===== src/rtl/ssp_pkg.sv =====
// shared types and constants for the sprite screen projection block
// no dependencies
`timescale 1ns / 1ps

package ssp_pkg;

  localparam int SCREEN_COLUMNS = 640;
  localparam int SCREEN_ROWS    = 480;
  localparam int HALF_COLS      = SCREEN_COLUMNS / 2;
  localparam int HALF_ROWS      = SCREEN_ROWS / 2;

  // divider geometry: quotient bits, numerator and divisor widths
  localparam int DIV_QW  = 16;
  localparam int DIV_NW  = 56;
  localparam int DIV_DW  = 40;
  localparam int DIV_LAT = DIV_QW + 1;

  localparam int FIFO_DEPTH = 32;
  localparam int FIFO_AW    = 5;
  localparam int FIFO_CW    = FIFO_AW + 1;

  typedef enum logic [2:0] {
    CfgPlayerPosX   = 3'd0,
    CfgPlayerPosY   = 3'd1,
    CfgViewDirX     = 3'd2,
    CfgViewDirY     = 3'd3,
    CfgCameraPlaneX = 3'd4,
    CfgCameraPlaneY = 3'd5
  } cfg_idx_e;

  typedef struct packed {
    logic [15:0] sprite_pos_x;
    logic [15:0] sprite_pos_y;
    logic [2:0]  sprite_texture;
  } in_item_t;

  typedef struct packed {
    logic               in_front;
    logic signed [15:0] depth;
    logic signed [15:0] centre_column;
    logic [11:0]        sprite_size;
    logic [9:0]         first_column;
    logic [9:0]         last_column;
    logic [8:0]         first_row;
    logic [8:0]         last_row;
    logic [2:0]         texture_out;
  } out_item_t;

  // classification of one sprite, travels beside the dividers
  typedef struct packed {
    logic       valid;
    logic [2:0] texture;
    logic       det_zero;
    logic       m_zero;
    logic       n_neg;
    logic       n_zero;
    logic       in_front;
    logic       depth_neg;
    logic       centre_neg;
  } flags_t;

endpackage


===== src/rtl/ssp_fifo.sv =====
// result queue between the pipeline and the consumer
// depends on ssp_pkg
`timescale 1ns / 1ps

module ssp_fifo import ssp_pkg::*; (
  input  logic               clk_i,
  input  logic               rst_ni,
  input  logic               wr_i,
  input  out_item_t          wr_data_i,
  input  logic               rd_i,
  output out_item_t          rd_data_o,
  output logic               empty_o,
  output logic [FIFO_CW-1:0] count_o
);

  out_item_t          mem_q [FIFO_DEPTH];
  logic [FIFO_AW-1:0] wr_ptr_q, rd_ptr_q;
  logic [FIFO_CW-1:0] count_q;

  always_ff @(posedge clk_i) begin
    if (wr_i) begin
      mem_q[wr_ptr_q] <= wr_data_i;
    end
  end

  always_ff @(posedge clk_i or negedge rst_ni) begin
    if (!rst_ni) begin
      wr_ptr_q <= '0;
      rd_ptr_q <= '0;
      count_q  <= '0;
    end else begin
      if (wr_i) begin
        wr_ptr_q <= wr_ptr_q + 1'b1;
      end
      if (rd_i) begin
        rd_ptr_q <= rd_ptr_q + 1'b1;
      end
      count_q <= count_q + FIFO_CW'(wr_i) - FIFO_CW'(rd_i);
    end
  end

  assign rd_data_o = mem_q[rd_ptr_q];
  assign empty_o   = (count_q == '0);
  assign count_o   = count_q;

endmodule


===== config.mk =====
export PLATFORM = sky130hd
export DESIGN_NAME = ssp_fifo
export DESIGN_NICKNAME = d
export VERILOG_FILES = /design/src/rtl/ssp_pkg.sv /design/src/rtl/ssp_fifo.sv
export SDC_FILE = /design/constraint.sdc
export NUM_CORES = 2
export LEC_CHECK = 0
export ABC_AREA = 1
export BUFFER_PORTS_ARGS = -buffer_cell sky130_fd_sc_hd__buf_2
export CORE_MARGIN = 3
export CORE_UTILIZATION = 60
export CTS_BUF_LIST = sky130_fd_sc_hd__clkbuf_8
export CTS_CLUSTER_DIAMETER = 80
export DETAILED_ROUTE_END_ITERATION = 10
export PLACE_DENSITY_LB_ADDON = 0.08
export SLEW_MARGIN = 15
export SYNTH_ARGS = -nofsm -noshare
export SYNTH_HDL_FRONTEND = slang
export SYNTH_SLANG_ARGS = --single-unit
export TNS_END_PERCENT = 30

===== constraint.sdc =====
create_clock -name clk_i -period 17.7 [get_ports clk_i]
set_input_delay 3.54 -clock clk_i [delete_from_list [all_inputs] [get_ports clk_i]]
set_output_delay 3.54 -clock clk_i [all_outputs]
set_load 0.01 [all_outputs]

==> impl_metrics.tcl <==
set metrics [dict create \
    outcome "finished, final reports clean" \
    synth_area_per_cell_um2 10.4 \
    cts_max_path_buffers 4 \
    dieHeight_um 450 \
    cap_viol_max_count 0 \
    core_um2 195000 \
    ctsResizeCount 0 \
    finalSetupViolCount 0 \
    tightest_slew_ps 1270 \
    rows 162 \
    clock_skew_ps 61.1 \
    gr-total-overflow 0 \
    synth_top_area_cell "edfxtp_1" \
    post-cts-setup-buffers 0 \
    slew_viol_final 0 \
    period_needed_ps 10550 \
    fin_cells 14600 \
    drc_errors 0 \
    vias 80800 \
    synth_edf_count 2752 \
    crit_path_end_kind "primary output" \
    clk_latency_ps 1120 \
    fin_crit_sh 0.596 \
    start_kind "register" \
    initial_utilization 0.605 \
    gp_congestion 0.807 \
    die_w_um 450 \
    pin_count 183 \
    wl_per_cell_um 22.4 \
    nNetsFinal 11700 \
    fill_cells 15100 \
    final_util 0.661 \
    syn_inst 11400 \
    powerDensity_nw_per_um2 154 \
    cts_tree "yes" \
    dp.cells 13800 \
    required_ps 14160 \
    synth_most_common_cell "nand2_1" \
    peakVddDrop_v 0.000167 \
    ys_seq_area_frac 0.703 \
    arrival_ps 7010 \
    antenna_found_initial 24 \
    fmax_mhz 94.8 \
    rrSetupSlack_ps 13200 \
    whs_ps 561 \
    syn_to_final_growth_pct 9.25 \
    relSlewSlack 0.154 \
    tns_ps 0 \
    synth_area_um2 118000 \
    yosys.area.top_type_share 0.699 \
    postLayoutCellArea_um2 129000 \
    power_mw 19.8 \
    firstDrtPassIters 8 \
    crit_path_max_fanout 217 \
    antenna_left 0 \
    clkSinkCount 2768 \
    die_area_um2 202000 \
    ys_async_sr_fraction 0.00578 \
    path_class "register to primary output" \
    pre_cts_ws_ps 8390 \
    p_leak_nw 55.3 \
    vias_per_cell 5.54 \
    worst_slack_ps 7150 \
    rsz0062_at_grt "false" \
    grt_pass1_vias 76900 \
    grt_start_max_net_pins 218 \
    seq_area_um2 83100 \
    synth-seq-cells 2768 \
    yosys_warnings 0 \
    syn-num-nets 11500 \
    synth.distinct_cells 23 \
    cts_hold_buf 0 \
    drt_iter0_drc 9678 \
    place_hpwl_mm 152 \
    ys.flop_type "edfxtp_1" \
    multi_input_area_um2 26000 \
    synth_commonest_cells "nand2_1 (4192), edfxtp_1 (2752), inv_1 (1819)" \
    routed_wl_mm 327 \
    cts-htree-levels 5 \
    hold_class "register to register" \
    synthTopCellsByArea "edfxtp_1 (70%), nand2_1 (13%), nand3_1 (6.6%)" \
    drive_gt1_frac 0.0737 \
    clockRootBuffer "clkbuf_8" \
    portBuffers 182 \
    final_hold_viol_count 0 \
    track_usage 0.320 \
    clkTransAtPathRegs_ps 70 \
    cts_buffers 457 \
    grt_pass1_wl_mm 484 \
    place_area_um2 121000 \
]
[final cells by class]
cell class | count | area share
clock inverters | 330 | 0.0112
repair buffers | 310 | 0.0155
clock buffers | 466 | 0.0497
diodes | 20 | 0.000388
inverters | 1823 | 0.0534
flip-flops and latches | 2768 | 0.643
multi-input cells | 6237 | 0.201
well taps | 2624 | 0.0254
[power by group]
group          internal (mW)  switching, mW
clock                   2.48           2.50
combinational           1.88           5.18
sequential              7.62          0.175
total                   12.0           7.86
[final timing paths]
check                                        start                      end  cells past startpoint
max                        rd_ptr_q[0]$_DFFE_PN0P_            rd_data_o[72]                     13
min                        wr_ptr_q[0]$_DFFE_PN0P_  wr_ptr_q[0]$_DFFE_PN0P_                      1
max reg2reg                wr_ptr_q[0]$_DFFE_PN0P_  mem_q[24][54]$_DFFE_PP_                      6
min reg2reg                wr_ptr_q[0]$_DFFE_PN0P_  wr_ptr_q[0]$_DFFE_PN0P_                      1
max in group asynchronous                   rst_ni  rd_ptr_q[4]$_DFFE_PN0P_                      1
min in group asynchronous                   rst_ni  wr_ptr_q[4]$_DFFE_PN0P_                      1
[cells by family after synthesis]
family / count (synthesis) / share of synthesized area
compound gates: 127 / 0.00585
xor+xnor: 10 / 0.000741
fa+ha+maj: 14 / 0.00155
buf+inv: 2397 / 0.0795
flops: 2768 / 0.703
simple gates: 6086 / 0.210
[sequential cells by signal, indices dropped and copies added, names as in the netlist]
register and cells:
count_o 6, mem_q 2752, rd_ptr_q 5, wr_ptr_q 5
[cells in the final DEF (no fill, tap or decap), types with 2 or more instances in the layout]
cell type / n
inv_8: 5
xor2_1: 8
bufinv_16: 4
xnor2_1: 2
clkinvlp_4: 3
ha_1: 13
dfrtp_4: 4
inv_6: 7
edfxtp_1: 2752
clkbuf_8: 466
diode_2: 20
o21ai_0: 22
buf_2: 182
inv_1: 1969
clkinv_2: 47
nand2_1: 4192
buf_12: 10
nand4_1: 3
nor3_2: 2
a21oi_1: 82
o211ai_1: 21
nor2_4: 30
nand3_1: 1551
clkinv_1: 116
dfrtp_1: 12
buf_4: 118
nor2_1: 307
[per-layer routing]
metal | global-route usage | up-vias | routed length, um
met2 | 0.515 | 4235 | 155000
met4 | 0.114 | 4 | 10400
met1 | 0.446 | 38800 | 129000
li1 | - | 37100 | -
met3 | 0.0526 | 679 | 32500
met5 | 0 | - | 34
[critical path: stages, from the launching register on]
cell and delay [ps]:
dfrtp_4 1050, buf_12 790, buf_4 790, buf_12 730, buf_4 990, nand2_1 100, nand2_1 110, nand2_1 50
nand3_1 120, nand3_1 80, nand2_1 100, nand2_1 50, nand2_1 210, buf_2 180
No activity file was read; power rests on OpenSTA's default activity.
