<file path="src/rtl/ssp_pkg.sv">
// shared types and constants for the sprite screen projection block
// no dependencies
`timescale 1ns / 1ps

package ssp_pkg;

  localparam int SCREEN_COLUMNS = 640;
  localparam int SCREEN_ROWS    = 480;
  localparam int HALF_COLS      = SCREEN_COLUMNS / 2;
  localparam int HALF_ROWS      = SCREEN_ROWS / 2;

  // divider geometry: quotient bits, numerator and divisor widths
  localparam int DIV_QW  = 16;
  localparam int DIV_NW  = 56;
  localparam int DIV_DW  = 40;
  localparam int DIV_LAT = DIV_QW + 1;

  localparam int FIFO_DEPTH = 32;
  localparam int FIFO_AW    = 5;
  localparam int FIFO_CW    = FIFO_AW + 1;

  typedef enum logic [2:0] {
    CfgPlayerPosX   = 3'd0,
    CfgPlayerPosY   = 3'd1,
    CfgViewDirX     = 3'd2,
    CfgViewDirY     = 3'd3,
    CfgCameraPlaneX = 3'd4,
    CfgCameraPlaneY = 3'd5
  } cfg_idx_e;

  typedef struct packed {
    logic [15:0] sprite_pos_x;
    logic [15:0] sprite_pos_y;
    logic [2:0]  sprite_texture;
  } in_item_t;

  typedef struct packed {
    logic               in_front;
    logic signed [15:0] depth;
    logic signed [15:0] centre_column;
    logic [11:0]        sprite_size;
    logic [9:0]         first_column;
    logic [9:0]         last_column;
    logic [8:0]         first_row;
    logic [8:0]         last_row;
    logic [2:0]         texture_out;
  } out_item_t;

  // classification of one sprite, travels beside the dividers
  typedef struct packed {
    logic       valid;
    logic [2:0] texture;
    logic       det_zero;
    logic       m_zero;
    logic       n_neg;
    logic       n_zero;
    logic       in_front;
    logic       depth_neg;
    logic       centre_neg;
  } flags_t;

endpackage

</file>
<file path="src/rtl/ssp_back.sv">
// back end: saturation, special cases and screen clamping of the rectangle
// depends on ssp_pkg
`timescale 1ns / 1ps

module ssp_back import ssp_pkg::*; (
  input  flags_t            flags_i,
  input  logic [DIV_QW-1:0] q_depth_i,
  input  logic              ovf_depth_i,
  input  logic [DIV_QW-1:0] q_centre_i,
  input  logic              ovf_centre_i,
  input  logic [DIV_QW-1:0] q_size_i,
  input  logic              ovf_size_i,
  output out_item_t         res_o
);

  function automatic logic signed [15:0] sat16(logic neg, logic ovf, logic [DIV_QW-1:0] q);
    logic signed [16:0] v;
    v = neg ? -$signed({1'b0, q}) : $signed({1'b0, q});
    if (ovf) begin
      sat16 = neg ? 16'sh8000 : 16'sh7FFF;
    end else if (v > 17'sd32767) begin
      sat16 = 16'sh7FFF;
    end else if (v < -17'sd32768) begin
      sat16 = 16'sh8000;
    end else begin
      sat16 = v[15:0];
    end
  endfunction

  logic signed [15:0] depth, centre;
  logic [11:0]        size;
  logic [10:0]        half;
  logic signed [17:0] col_lo, col_hi;
  logic signed [13:0] row_lo, row_hi;

  always_comb begin
    depth  = '0;
    centre = 16'(HALF_COLS);
    size   = '0;
    if (!flags_i.det_zero) begin
      if (flags_i.m_zero) begin
        size = 12'hFFF;
        if (flags_i.n_neg) begin
          centre = 16'sh8000;
        end else if (!flags_i.n_zero) begin
          centre = 16'sh7FFF;
        end
      end else begin
        depth  = sat16(flags_i.depth_neg, ovf_depth_i, q_depth_i);
        centre = sat16(flags_i.centre_neg, ovf_centre_i, q_centre_i);
        size   = (ovf_size_i || q_size_i > DIV_QW'(4095)) ? 12'hFFF : q_size_i[11:0];
      end
    end
    half   = size[11:1];
    col_lo = 18'(centre) - $signed({7'b0, half});
    col_hi = 18'(centre) + $signed({7'b0, half});
    row_lo = 14'(HALF_ROWS) - $signed({3'b0, half});
    row_hi = 14'(HALF_ROWS) + $signed({3'b0, half});

    res_o.in_front      = flags_i.in_front;
    res_o.depth         = depth;
    res_o.centre_column = centre;
    res_o.sprite_size   = size;
    res_o.texture_out   = flags_i.texture;
    res_o.first_column  = col_lo < 0 ? '0 :
                          col_lo > 18'(SCREEN_COLUMNS - 1) ?
                          10'(SCREEN_COLUMNS - 1) : col_lo[9:0];
    res_o.last_column   = col_hi < 0 ? '0 :
                          col_hi > 18'(SCREEN_COLUMNS - 1) ?
                          10'(SCREEN_COLUMNS - 1) : col_hi[9:0];
    res_o.first_row     = row_lo < 0 ? '0 :
                          row_lo > 14'(SCREEN_ROWS - 1) ? 9'(SCREEN_ROWS - 1) : row_lo[8:0];
    res_o.last_row      = row_hi < 0 ? '0 :
                          row_hi > 14'(SCREEN_ROWS - 1) ? 9'(SCREEN_ROWS - 1) : row_hi[8:0];
  end

endmodule

</file>
<file path="config.mk">
export PLATFORM = sky130hd
export DESIGN_NAME = ssp_back
export DESIGN_NICKNAME = d
export VERILOG_FILES = /design/src/rtl/ssp_pkg.sv /design/src/rtl/ssp_back.sv
export SDC_FILE = /design/constraint.sdc
export NUM_CORES = 1
export LEC_CHECK = 0
export BUFFER_PORTS_ARGS = -buffer_cell sky130_fd_sc_hd__buf_4
export CAP_MARGIN = 20
export CORE_ASPECT_RATIO = 0.7
export CORE_MARGIN = 10
export CORE_UTILIZATION = 52
export DETAILED_ROUTE_END_ITERATION = 8
export GPL_ROUTABILITY_DRIVEN = 0
export GPL_TIMING_DRIVEN = 0
export PLACE_DENSITY = 0.83
export SETUP_SLACK_MARGIN = 0.5
export SLEW_MARGIN = 20
export SYNTH_ARGS = -nofsm -noshare
export SYNTH_HDL_FRONTEND = slang
export SYNTH_SLANG_ARGS = --single-unit
</file>
<file path="constraint.sdc">
create_clock -name vclk -period 6.1
set_input_delay 0.305 -clock vclk [all_inputs]
set_output_delay 0.305 -clock vclk [all_outputs]
set_load 0.01 [all_outputs]
</file>
==> metrics.log <==
[metrics] fraction of layout instances using a drive strength above 1: 0.2590
[metrics] element type at the critical path start: primary input
[metrics] Antenna Nets Post-Route: 0
[metrics] global-route wire length before repair: 23000 um
[metrics] pwr/cell area: 102.1 nW/um^2
[metrics] final critical delay including setup and external delays: 5.344 ns
[metrics] total DRC errors in the routed layout: 0
[metrics] number of placement rows: 25
[metrics] Seq Cell Count: 0
[metrics] Die X-Extent: 120.2 um
[metrics] required time of the critical path: 5.79 ns
[metrics] maximum number of pins on one net before global-route repair: 11
[metrics] final setup violation count: 0
[metrics] routed wire length: 14380 um
[metrics] synthesized instance count: 571
[metrics] footprint of the flip-flops and latches: 0 sq um
[metrics] complex-gate fraction of the synthesized area: 0.3943
[metrics] Total GRT Usage: 0.2392
[metrics] crit end category: output port
[metrics] total power consumption of the routed design: 0.5078 mW
[metrics] library cell with the largest summed area after synthesis: ha_1
[metrics] total standard cell area after synthesis: 3652 sq um
[metrics] largest cells by area after synthesis: ha_1 9.9%, a21oi_1 8.2%, xnor2_1 7.0%, nand2_1 5.9%, o21ai_0 5.6%
[metrics] simple-gate portion of the synthesized area: 0.2987
[metrics] achievable clock frequency: 187.1 MHz
[metrics] share of the synthesized area in the top cell type: 0.09935
[metrics] post-synthesis mux area share: 0.01096
[metrics] post-synthesis net count: 664
[metrics] antenna violations before repair: 0
[metrics] data arrival time at the worst-slack endpoint: 5.04 ns
[metrics] result of the run: completed
[metrics] Fin. Hold Viols: 0
[metrics] Boundary Pins: 148
[metrics] Synth Area per Inst: 6.396 sq um
[metrics] core outline area: 6788 sq um
[metrics] global route total overflow: 0
[metrics] Synth Area in Adders: 0.1161
[metrics] DR vias: 5127
[metrics] routed wirelength normalized by instance count: 17.54 um
[metrics] sequential fraction of the synthesis area: 0
[metrics] number of inserted diodes: 0
[metrics] Iteration-0 DRC Markers: 380
[metrics] final count of pins violating max slew: 0
[metrics] Distinct cells, synth: 70
[metrics] number of global-route vias before repair: 4690
[metrics] Total Neg Setup Slack: 0 ns
[metrics] dominant combinational cell family by area after synthesis: compound AO/OA/AOI/OAI gates
[metrics] post-route fraction of the period consumed by the critical path: 0.8760
[metrics] DR vias/cell: 6.252
[metrics] number of clock buffers in the layout: 0
[metrics] worst slew margin relative to its limit: 0.3139
[metrics] max capacitance violation total: 0
[metrics] peak supply drop: 0.05922 mV
[metrics] xor/xnor cell area share of the yosys netlist: 0.09147
[metrics] Port Buffer Count: 140
[metrics] Post-layout nets: 821
[metrics] Vert. Die Dim: 90.12 um
[metrics] initial core utilization: 0.5381
[metrics] Least-Margin Pin Slew: 1.024 ns
[metrics] Layout Area Growth over Synthesis: 36.25%
[metrics] synthesis warning total: 0
[metrics] cell leakage power: 2.233 nW
[metrics] Total Die Area: 10830 sq um
[metrics] setup repair after global routing missed its margin: yes
[metrics] Cells on Worst Hold Path: 2
[metrics] first-pass detailed-route iteration total: 5
[metrics] worst min-delay path class: primary input to output port
[metrics] final core area utilization: 0.7331
[metrics] Setup CP Type: primary input to output port
[metrics] DP HPWL: 11920 um
[metrics] maximum net fanout on the critical path: 8
placed cells by master (no fill, tap or decap), drive strengths merged, types with 11 or more instances in the layout:
cell	instances
xnor2	30
a31oi	19
nor2	48
inv	46
a21oi	60
buf	162
a41oi	17
nor3	24
nor4	11
clkbuf	24
o31ai	13
ha	29
nand2b	14
nand2	57
o21ai	46
metrics by stage:
stage / hold slack [ns] / area [sq um] / std cells / setup WS, ns
final: 0.7904 / 4976 / 820 / 0.7563
after global routing: 0.7929 / 4976 / 820 / 0.4791
after CTS: 0.7917 / 4837 / 805 / 0.5351
after detailed placement: 0.7917 / 4821 / 805 / 0.1320
after global placement: 0.7902 / 4821 / 805 / 0.2820
after floorplan: 0.7018 / 3652 / 571 / 1.325
layer usage:
metal  wire, um  GRT usage  vias to the layer above
met3       1734    0.05122                       28
met4        224    0.03607                        0
li1           -          -                     2428
met5          0          0                        -
met1       5946     0.3189                     2345
met2       6479     0.3899                      326
cells in the mapped netlist, drive strengths merged (3+ instances only):
cell	instances
and4	4
nor2b	9
nand2b	14
o22ai	3
or2	3
nand4	4
ha	29
nor2	48
a211oi	5
nor4	11
inv	46
and3	3
a21o	8
nor3	24
nand4b	3
o21ai	46
buf	8
xor2	6
a211o	3
a41oi	17
or3	6
o21bai	9
o31ai	13
a21oi	60
or4	5
clkbuf	23
xnor2	30
nand3	7
nand2	57
mux2i	4
a31oi	19
o211ai	3
nand3b	3
and2	4
timing repair:
| item | 4_1_cts | 5_1_grt |
|---|---|---|
| endpoints found under the setup margin | 10 | 20 |
| pin swaps | 0 | 5 |
| hold buffers | 0 | 0 |
| resized for setup | 3 | 10 |
| endpoints found under the hold margin | 0 | 0 |
| buffers inserted | 0 | 14 |
final cells by class:
class | instances | area [sq um]
Buffer | 31 | 150.1
Fill cell | 568 | 1812
Inverter | 46 | 175.2
Multi-Input combinational cell | 494 | 3372
Tap cell | 94 | 117.6
Timing Repair Buffer | 155 | 1161
critical path: stages:
cell and delay, ns:
buf_4 0.14, nor4_4 0.42, buf_4 0.20, a41oi_2 0.21, xnor2_4 0.34, nand2b_1 0.15, a21oi_2 0.34, a21oi_1 0.21
ha_1 0.31, clkbuf_1 0.34, o21bai_1 0.14, a21oi_1 0.30, o21ai_0 0.17, a31oi_1 0.28, o21ba_2 0.20, o21bai_1 0.07
a31oi_1 0.59, a41oi_1 0.10, buf_4 0.19
power by group:
group / switching, mW / leakage [nW] / internal, mW / total (mW)
registers: 0 / 0 / 0 / 0
logic: 0.292 / 2.23 / 0.216 / 0.508
clock network: 0 / 0 / 0 / 0
total: 0.292 / 2.23 / 0.216 / 0.508
kinds of logic after synthesis:
group           count (synthesis)
buf+inv                        77
compound gates                212
fa+ha+maj                      33
xor+xnor                       36
mux                             4
simple gates                  209
worst paths after layout:
| kind | startpoint | end | slack (ns) |
|---|---|---|---|
| hold / removal | flags_i[9] | res_o[2] | 0.79 |
| setup / recovery | q_centre_i[3] | res_o[26] | 0.76 |
(Power assumes the default switching activity.)
